File: src/hw/rtl/spd_pkg.sv
// Shared types and constants for the shortest path distance block.
package spd_pkg;

  localparam logic [15:0] DIST_INF = 16'hFFFF;
  localparam logic [15:0] DIST_SAT = 16'hFFFE;
  localparam logic [6:0]  VERTEX_COUNT_RESET = 7'd64;

  typedef enum logic [1:0] {
    OP_HEAD  = 2'd0,
    OP_ARC   = 2'd1,
    OP_QUERY = 2'd2,
    OP_NONE  = 2'd3
  } op_e;

  typedef enum logic [3:0] {
    ST_IDLE,
    ST_INIT,
    ST_SCAN,
    ST_DRAIN,
    ST_PICK,
    ST_HEAD_HI,
    ST_HEAD_CAP,
    ST_ARC_CHECK,
    ST_ARC_RD,
    ST_ARC_DIST,
    ST_ARC_UPD,
    ST_FIN_RD,
    ST_FIN_WAIT,
    ST_OUT_INF
  } state_e;

  // controller to datapath
  typedef struct packed {
    logic accept;       // input transaction taken this cycle
    logic query_init;   // clear per-query state, seed the source
    logic scan_start;   // reset minimum search
    logic scan_step;    // read next vertex distance
    logic settle;       // mark pick done, read its head offset
    logic head_hi;      // take arc start, read next head offset
    logic head_cap;     // take arc end
    logic arc_read;     // read the current arc
    logic arc_dist;     // read distance at arc target
    logic arc_upd;      // relax
    logic fin_read;     // read distance at query target
    logic result_load;  // load the output register
    logic result_inf;   // result is unreachable
  } cmd_t;

  // datapath to controller
  typedef struct packed {
    logic is_query;
    logic ends_ok;
    logic scan_last;
    logic found;
    logic arc_more;
    logic out_busy;
  } status_t;

endpackage

File: src/hw/rtl/spd_ctrl.sv
// Sequencer for load and query transactions.
module spd_ctrl (
  input  logic            clk_i,
  input  logic            rst_ni,
  input  logic            in_valid_i,
  output logic            in_stall_o,
  input  spd_pkg::status_t status_i,
  output spd_pkg::cmd_t    cmd_o
);
  import spd_pkg::*;

  state_e state_q, state_d;

  always_ff @(posedge clk_i or negedge rst_ni) begin
    if (!rst_ni) begin
      state_q <= ST_IDLE;
    end else begin
      state_q <= state_d;
    end
  end

  always_comb begin
    state_d = state_q;
    case (state_q)
      ST_IDLE: begin
        if (in_valid_i && status_i.is_query) state_d = ST_INIT;
      end
      ST_INIT:      state_d = status_i.ends_ok ? ST_SCAN : ST_OUT_INF;
      ST_SCAN: begin
        if (status_i.scan_last) state_d = ST_DRAIN;
      end
      ST_DRAIN:     state_d = ST_PICK;
      ST_PICK:      state_d = status_i.found ? ST_HEAD_HI : ST_FIN_RD;
      ST_HEAD_HI:   state_d = ST_HEAD_CAP;
      ST_HEAD_CAP:  state_d = ST_ARC_CHECK;
      ST_ARC_CHECK: state_d = status_i.arc_more ? ST_ARC_RD : ST_SCAN;
      ST_ARC_RD:    state_d = ST_ARC_DIST;
      ST_ARC_DIST:  state_d = ST_ARC_UPD;
      ST_ARC_UPD:   state_d = ST_ARC_CHECK;
      ST_FIN_RD:    state_d = ST_FIN_WAIT;
      ST_FIN_WAIT: begin
        if (!status_i.out_busy) state_d = ST_IDLE;
      end
      ST_OUT_INF: begin
        if (!status_i.out_busy) state_d = ST_IDLE;
      end
      default:      state_d = ST_IDLE;
    endcase
  end

  always_comb begin
    cmd_o      = '0;
    in_stall_o = (state_q != ST_IDLE);
    case (state_q)
      ST_IDLE:      cmd_o.accept = in_valid_i;
      ST_INIT: begin
        cmd_o.query_init = status_i.ends_ok;
        cmd_o.scan_start = 1'b1;
      end
      ST_SCAN:      cmd_o.scan_step = 1'b1;
      ST_PICK:      cmd_o.settle = status_i.found;
      ST_HEAD_HI:   cmd_o.head_hi = 1'b1;
      ST_HEAD_CAP:  cmd_o.head_cap = 1'b1;
      ST_ARC_CHECK: cmd_o.scan_start = !status_i.arc_more;
      ST_ARC_RD:    cmd_o.arc_read = 1'b1;
      ST_ARC_DIST:  cmd_o.arc_dist = 1'b1;
      ST_ARC_UPD:   cmd_o.arc_upd = 1'b1;
      ST_FIN_RD:    cmd_o.fin_read = 1'b1;
      ST_FIN_WAIT:  cmd_o.result_load = !status_i.out_busy;
      ST_OUT_INF: begin
        cmd_o.result_load = !status_i.out_busy;
        cmd_o.result_inf  = 1'b1;
      end
      default: ;
    endcase
  end

endmodule

File: config.mk
export PLATFORM = sky130hd
export DESIGN_NAME = spd_ctrl
export DESIGN_NICKNAME = d
export VERILOG_FILES = /design/src/hw/rtl/spd_pkg.sv /design/src/hw/rtl/spd_ctrl.sv
export SDC_FILE = /design/constraint.sdc
export NUM_CORES = 1
export LEC_CHECK = 0
export BUFFER_PORTS_ARGS = -buffer_cell sky130_fd_sc_hd__clkbuf_2
export CORE_MARGIN = 8
export CORE_UTILIZATION = 27
export DETAILED_ROUTE_END_ITERATION = 6
export PLACE_DENSITY = 0.54
export RECOVER_POWER = 100
export SYNTH_ARGS = -nofsm -noshare
export SYNTH_HDL_FRONTEND = slang
export SYNTH_SLANG_ARGS = --single-unit
File: constraint.sdc
create_clock -name clk_i -period 2.04 [get_ports clk_i]
set_clock_uncertainty 0.05 [all_clocks]
set_input_delay 0.204 -clock clk_i [delete_from_list [all_inputs] [get_ports clk_i]]
set_output_delay 0.204 -clock clk_i [all_outputs]
set_load 0.005 [all_outputs]
==> results.txt, run 1 <==
----------------------------------------------------
[Timing]
  Share of the cycle needed by the critical path after routing ... 90.4%
  Setup_tns ... 0 ns
  Post-layout min period ... roughly 1.8 ns
  Headroom to the max-slew limit ... roughly two thirds
  RSZ-0062 raised after global routing ... false
  Worst-margin pin slew ... between 0.4 and 0.5 ns
  Fmax ... around 540 MHz
  Count of pins over their slew limit ... 0
  Number of failing hold endpoints at the final stage ... 0
  Total setup violations reported at the end of the flow ... 0

[Clock network]
  # clock sinks ... 4
  H-tree levels ... 1
  Number of buffers inserted by hold repair at cts ... 1
  Clock-pin transition on the worst setup and hold timing paths ... roughly 0.040 ns
  TritonCTS Buffers ... 3
  Number of setup buffers added after CTS ... 0
  Maximum number of buffers from clock root to sink ... 2
  Clock latency reported for the late side of the worst-skew pair ... between 0.2 and 0.25 ns
  Root Buffer Master ... sky130_fd_sc_hd__clkbuf_4
  CTS-repair resized insts ... 0
  Clock tree from TritonCTS ... done

[Drt]
  Detailed-route via count ... between 500 and 600
  Number of iterations in the first detailed-routing pass ... 4
  Starting DRT DRC Count ... 16
  Routed len/inst ... ~13 µm
  Total Routed Length ... about 1.2 mm
  Number of remaining DRC errors ... 0
  Mean number of vias per cell ... about 5.3
  Number of routed nets with antenna violations ... 0

[Logic synthesis]
  Fraction of registers with async set/reset ... 100%
  Number of flip-flops and latches in the synthesized netlist ... 4
  Post-synth net total ... roughly 70
  Yosys cell types ... 27
  Post-synthesis area per instance ... 7.19 µm²
  Count of mapped cells out of synthesis ... 59
  Portion of the post-synthesis area used by sequential elements ... roughly a quarter
  Count of flip-flops with a built-in enable after synthesis ... 0
  Predominant post-synthesis flop cell ... sky130_fd_sc_hd__dfrtp_1
  Mapped cell area ... 424 µm²
  Yosys synthesis warning count ... 0

[Pwr]
  Leakage ... 0.000229 µW
  Final Total Pwr ... ~740 µW
  Power per cell area ... 1390 nW/µm²
  IR drop worst, VDD ... 0.700 mV

[Cells and area]
  Number of flip-flops in the largest register ... 4
  Share of final-layout standard cells stronger than drive strength 1 ... about 20%
  Total Nets Final ... 91
  Commonest non-fill, non-tap cell in the layout ... sky130_fd_sc_hd__clkbuf_2
  Sequential Area ... ~100 µm²
  Most used cells in the layout excluding fill and tap cells ... sky130_fd_sc_hd__clkbuf_2, sky130_fd_sc_hd__clkbuf_1, sky130_fd_sc_hd__nor2_1, sky130_fd_sc_hd__nand2_1, sky130_fd_sc_hd__nor3_1
  Filler-free cell count of the finished design ... 96
  Most flops, register ... state_q
  Number of fillers in the final layout ... around 170
  Number of antenna cells inserted ... 0
  Multi-input logic area ... between 200 and 300 µm²
  Top Registers ... state_q (4)
  Layout Area Growth over Synthesis ... 26.0%

[Floorplanning]
  Number of top-level pins ... 23
  CORE AREA ... 1490 µm²
  Chip height ... around 56 µm
  Effective utilization at floorplan ... between 20 and 30%
  Horiz. Die Dim ... roughly 56 µm
  Die Footprint ... 3100 µm²
  Site row count ... 14

[Critical path]
  Highest fanout seen on the critical path ... 18
  Worst Path Required ... ~1.8 ns
  Critical path class ... register to primary output
  Critical path data arrival time ... approximately 1.6 ns
  Critical Path Sink Type ... primary output
  Kind of start point of the critical path ... register

[Place]
  Cell count after placement ... slightly above 90
  Number of buffers inserted by port buffering ... 22
  GP Congestion ... between 0.7 and 0.8
  Detailed placement HPWL ... about 950 µm

[Run]
  Max-capacitance violation count ... 0

[GRT]
  Remaining global-route overflow ... 0
  Largest net degree at the start of global routing ... 19
  Wire length of the first global-routing pass ... roughly 2.3 mm
  Vias in the first global route ... just over 500
  Antenna violations before repair ... 0
  Global routing usage summed across all routing layers ... under 10%

[Hold path]
  Path class of the lowest-slack min-delay path ... input port to asynchronous set/reset pin

[Status]
  Status ... finished clean

----------------------------------------------------
report_power, final:
group | leakage (µW) | internal [µW] | total, µW | switching (µW)
clock network | 0.0000138 | 65.9 | 99.6 | 33.7
registers | 0.0000479 | 119 | 271 | 151
logic | 0.000167 | 185 | 371 | 186
synth_stat cells, types with 2 or more instances:
master                     instances  area share, %
sky130_fd_sc_hd__dfrtp_1           4             24
sky130_fd_sc_hd__nor2_1            8            7.1
sky130_fd_sc_hd__inv_1             4            3.5
sky130_fd_sc_hd__a21oi_1           4            4.7
sky130_fd_sc_hd__nand2b_1          3            4.4
sky130_fd_sc_hd__nand2_1           5            4.4
sky130_fd_sc_hd__nor4b_1           2            4.1
sky130_fd_sc_hd__buf_2             5            5.9
sky130_fd_sc_hd__o21a_1            2            3.5
sky130_fd_sc_hd__nor3_1            5            5.9
logic make-up after synthesis:
logic type             Yosys count  share of synthesized area, %
buffers and inverters            9                          9.44
AO/OA/AOI/OAI                   15                          26.3
flip-flops                       4                          23.6
AND/OR/NAND/NOR                 31                          40.7
worst paths after layout:
path | from | endpoint | slack [ns] | cells past startpoint
min in group clk_i | status_i[1] | state_q[1]$_DFFE_PN0P_ | 0.31 | 4
worst min register to register | state_q[0]$_DFFE_PN0P_ | state_q[0]$_DFFE_PN0P_ | 0.76 | 1
worst max-delay path | state_q[1]$_DFFE_PN0P_ | cmd_o[12] | 0.20 | 3
worst min-delay path | rst_ni | state_q[2]$_DFFE_PN0P_ | 0.27 | 2
worst max register to register | state_q[1]$_DFFE_PN0P_ | state_q[0]$_DFFE_PN0P_ | 0.46 | 3
max in group asynchronous | rst_ni | state_q[1]$_DFFE_PN0P_ | 1.48 | 2
critical path, cell delays in order (launching register included):
cell and delay, ns:
sky130_fd_sc_hd__dfrtp_1 0.55, sky130_fd_sc_hd__nor4_1 0.51, sky130_fd_sc_hd__and2_0 0.19, sky130_fd_sc_hd__clkbuf_2 0.11
cell type report:
cell class / count / share of cell area, %
sequential: 4 / 18.7
tap: 16 / 3.75
multi-input combinational: 46 / 50.1
inverter: 4 / 2.81
timing repair buffer: 23 / 20.4
clock buffer: 3 / 4.22
routing by layer:
metal / vias to the layer above / track usage (%) / share of wire, %
li1: 260 / - / -
met1: 239 / 9.48 / 44
met2: 8 / 14.4 / 53
met3: 2 / 3.65 / 1.4
met4: 0 / 5.28 / 0.97
met5: - / 0 / 0
stage by stage:
step	worst slack [ns]	hold slack (ns)	util [%]	area, µm²
4_1_cts	0.182	0.247	37.7	562
2_1_floorplan	0.713	-0.142	-	424
5_1_grt	0.0484	0.280	35.9	534
3_3_place_gp	0.429	-0.0361	35.5	529
6_report	0.196	0.273	35.9	534
3_5_place_dp	0.438	-0.0344	35.5	529
Power figures use the tool's default switching activity.
==> run 2: changes to the inputs <==
- BUFFER_PORTS_ARGS: -buffer_cell sky130_fd_sc_hd__clkbuf_2 -> -buffer_cell sky130_fd_sc_hd__buf_2
==> results.txt, run 2 (synthesis results as in run 1) <==
----------------------------------------------------
[Status]
  Status ... finished clean (unchanged)

[Clock network]
  Clock latency reported for the late side of the worst-skew pair ... 0.24 ns (about the same)
  Clock tree from TritonCTS ... done (unchanged)
  CTS-repair resized insts ... 0 (unchanged)
  Number of setup buffers added after CTS ... 0 (unchanged)
  Clock-pin transition on the worst setup and hold timing paths ... 0.04 ns (about the same)
  H-tree levels ... 1 (unchanged)
  Root Buffer Master ... sky130_fd_sc_hd__clkbuf_4 (unchanged)
  TritonCTS Buffers ... 3 (unchanged)
  Number of buffers inserted by hold repair at cts ... 1 (unchanged)
  Maximum number of buffers from clock root to sink ... 2 (unchanged)
  # clock sinks ... 4 (unchanged)

[GRT]
  Global routing usage summed across all routing layers ... 8.61% (was 8.93%)
  Antenna violations before repair ... 0 (unchanged)
  Remaining global-route overflow ... 0 (unchanged)
  Largest net degree at the start of global routing ... 19 (unchanged)
  Wire length of the first global-routing pass ... 2.17 mm (was 2.27 mm)
  Vias in the first global route ... 511 (was 503)

[Place]
  Cell count after placement ... 92 (unchanged)
  Pre-CTS WS ... 0.456 ns (was 0.438 ns)
  Number of buffers inserted by port buffering ... 22 (unchanged)
  GP Congestion ... 0.759 (was 0.758)
  Detailed placement HPWL ... 937 µm (was 948 µm)

[Cells and area]
  Total Nets Final ... 91 (unchanged)
  Layout Area Growth over Synthesis ... 28.0% (was 26.0%)
  Number of flip-flops in the largest register ... 4 (unchanged)
  Most flops, register ... state_q (unchanged)
  Commonest non-fill, non-tap cell in the layout ... sky130_fd_sc_hd__clkbuf_1 (was sky130_fd_sc_hd__clkbuf_2)
  Number of antenna cells inserted ... 0 (unchanged)
  Share of final-layout standard cells stronger than drive strength 1 ... 18.8% (was 20.0%)
  Filler-free cell count of the finished design ... 96 (unchanged)
  Top Registers ... state_q (4) (unchanged)
  Most used cells in the layout excluding fill and tap cells ... sky130_fd_sc_hd__clkbuf_1, sky130_fd_sc_hd__nor2_1, sky130_fd_sc_hd__buf_2, sky130_fd_sc_hd__nand2_1, sky130_fd_sc_hd__nor3_1 (was sky130_fd_sc_hd__clkbuf_2, sky130_fd_sc_hd__clkbuf_1, sky130_fd_sc_hd__nor2_1, sky130_fd_sc_hd__nand2_1, sky130_fd_sc_hd__nor3_1)

[Timing]
  Share of the cycle needed by the critical path after routing ... 89.0% (was 90.4%)
  Worst-margin pin slew ... 0.534 ns (was 0.490 ns)
  Fmax ... 551 MHz (was 542 MHz)
  Post-layout min period ... 1.82 ns (was 1.84 ns)
  RSZ-0062 raised after global routing ... false (unchanged)
  Worst hold-check slack ... 0.267 ns (was 0.273 ns)
  Setup_tns ... 0 ns (unchanged)
  Number of failing hold endpoints at the final stage ... 0 (unchanged)
  Headroom to the max-slew limit ... 64.4% (was 67.3%)
  Count of pins over their slew limit ... 0 (unchanged)
  Slack of the critical path ... 0.224 ns (was 0.196 ns)
  Total setup violations reported at the end of the flow ... 0 (unchanged)

[Drt]
  Mean number of vias per cell ... 5.25 (was 5.30)
  Routed len/inst ... 13.4 µm (was 12.8 µm)
  Detailed-route via count ... 504 (was 509)
  Starting DRT DRC Count ... 11 (was 16)
  Number of remaining DRC errors ... 0 (unchanged)
  Number of iterations in the first detailed-routing pass ... 4 (unchanged)
  Total Routed Length ... 1.28 mm (was 1.23 mm)
  Number of routed nets with antenna violations ... 0 (unchanged)

[Critical path]
  Worst Path Required ... 1.79 ns (about the same)
  Setup crit start ... state_q[1]$_DFFE_PN0P_ (unchanged)
  Capturing point of the worst reg2reg path ... state_q[2]$_DFFE_PN0P_ (was state_q[0]$_DFFE_PN0P_)
  Kind of start point of the critical path ... register (unchanged)
  Critical Path Sink Type ... primary output (unchanged)
  Critical path class ... register to primary output (unchanged)
  Reg2Reg Depth ... 3 (unchanged)
  End of the critical path ... cmd_o[11] (was cmd_o[12])
  R2R Path Start ... state_q[2]$_DFFE_PN0P_ (was state_q[1]$_DFFE_PN0P_)
  Worst setup slack for register-to-register paths ... 0.46 ns (about the same)
  Highest fanout seen on the critical path ... 18 (unchanged)
  Critical path data arrival time ... 1.56 ns (was 1.59 ns)

[Pwr]
  IR drop worst, VDD ... 1.05 mV (was 0.700 mV)
  Leakage ... 0.000219 µW (was 0.000229 µW)
  Power per cell area ... 1410 nW/µm² (was 1390 nW/µm²)
  Final Total Pwr ... 766 µW (was 741 µW)

[Run]
  Max-capacitance violation count ... 0 (unchanged)

[Floorplanning]
  Effective utilization at floorplan ... 28.5% (unchanged)
  Die Footprint ... 3100 µm² (unchanged)
  Number of top-level pins ... 23 (unchanged)
  CORE AREA ... 1490 µm² (unchanged)
  Chip height ... 55.6 µm (unchanged)
  Horiz. Die Dim ... 55.6 µm (unchanged)
  Site row count ... 14 (unchanged)

[Hold path]
  Path class of the lowest-slack min-delay path ... input port to asynchronous set/reset pin (unchanged)

----------------------------------------------------
[run 2: worst max-delay path, cell delays in order, from the launching register on]
cell and delay (ns):
sky130_fd_sc_hd__dfrtp_1 0.56, sky130_fd_sc_hd__nand2b_1 0.29, sky130_fd_sc_hd__nor4b_1 0.32, sky130_fd_sc_hd__clkbuf_1 0.15
[run 2: metrics by stage]
stage,cell area [µm²],utilization [%]
after CTS,562,37.7
final,543,36.5
after global routing,543,36.5
after floorplan,424,-
after detailed placement,529,35.5
after global placement,529,35.5
[run 2: metal layers]
| metal | GRT usage (%) | vias to the layer above | wire (µm) |
|---|---|---|---|
| met2 | 15.5 | 12 | 679 |
| met1 | 8.06 | 231 | 538 |
| li1 | - | 259 | - |
| met3 | 3.65 | 2 | 46 |
| met4 | 4.23 | 0 | 19 |
| met5 | 0 | - | 0 |
[run 2: how the worst min path moves through the flow]
stage	start	to	slack, ns
after global routing	rst_ni	state_q[0]$_DFFE_PN0P_	0.30
final	rst_ni	state_q[1]$_DFFE_PN0P_	0.27
after floorplan	rst_ni	state_q[0]$_DFFE_PN0P_	-0.14
after detailed placement	rst_ni	state_q[2]$_DFFE_PN0P_	-0.04
after global placement	rst_ni	state_q[2]$_DFFE_PN0P_	-0.04
after CTS	rst_ni	state_q[0]$_DFFE_PN0P_	0.24
[run 2: cell type report]
type / count / area, µm²
fill: 158 / 946
multi-input combinational: 46 / 280
timing repair buffer: 23 / 105
sequential: 4 / 100
clock buffer: 3 / 22.5
tap: 16 / 20.0
inverter: 4 / 15.0
[run 2: where the power goes]
group	switching [µW]	internal, µW	total (µW)
Clock	34.4	65.9	100
Combinational	192	193	385
Sequential	162	119	281
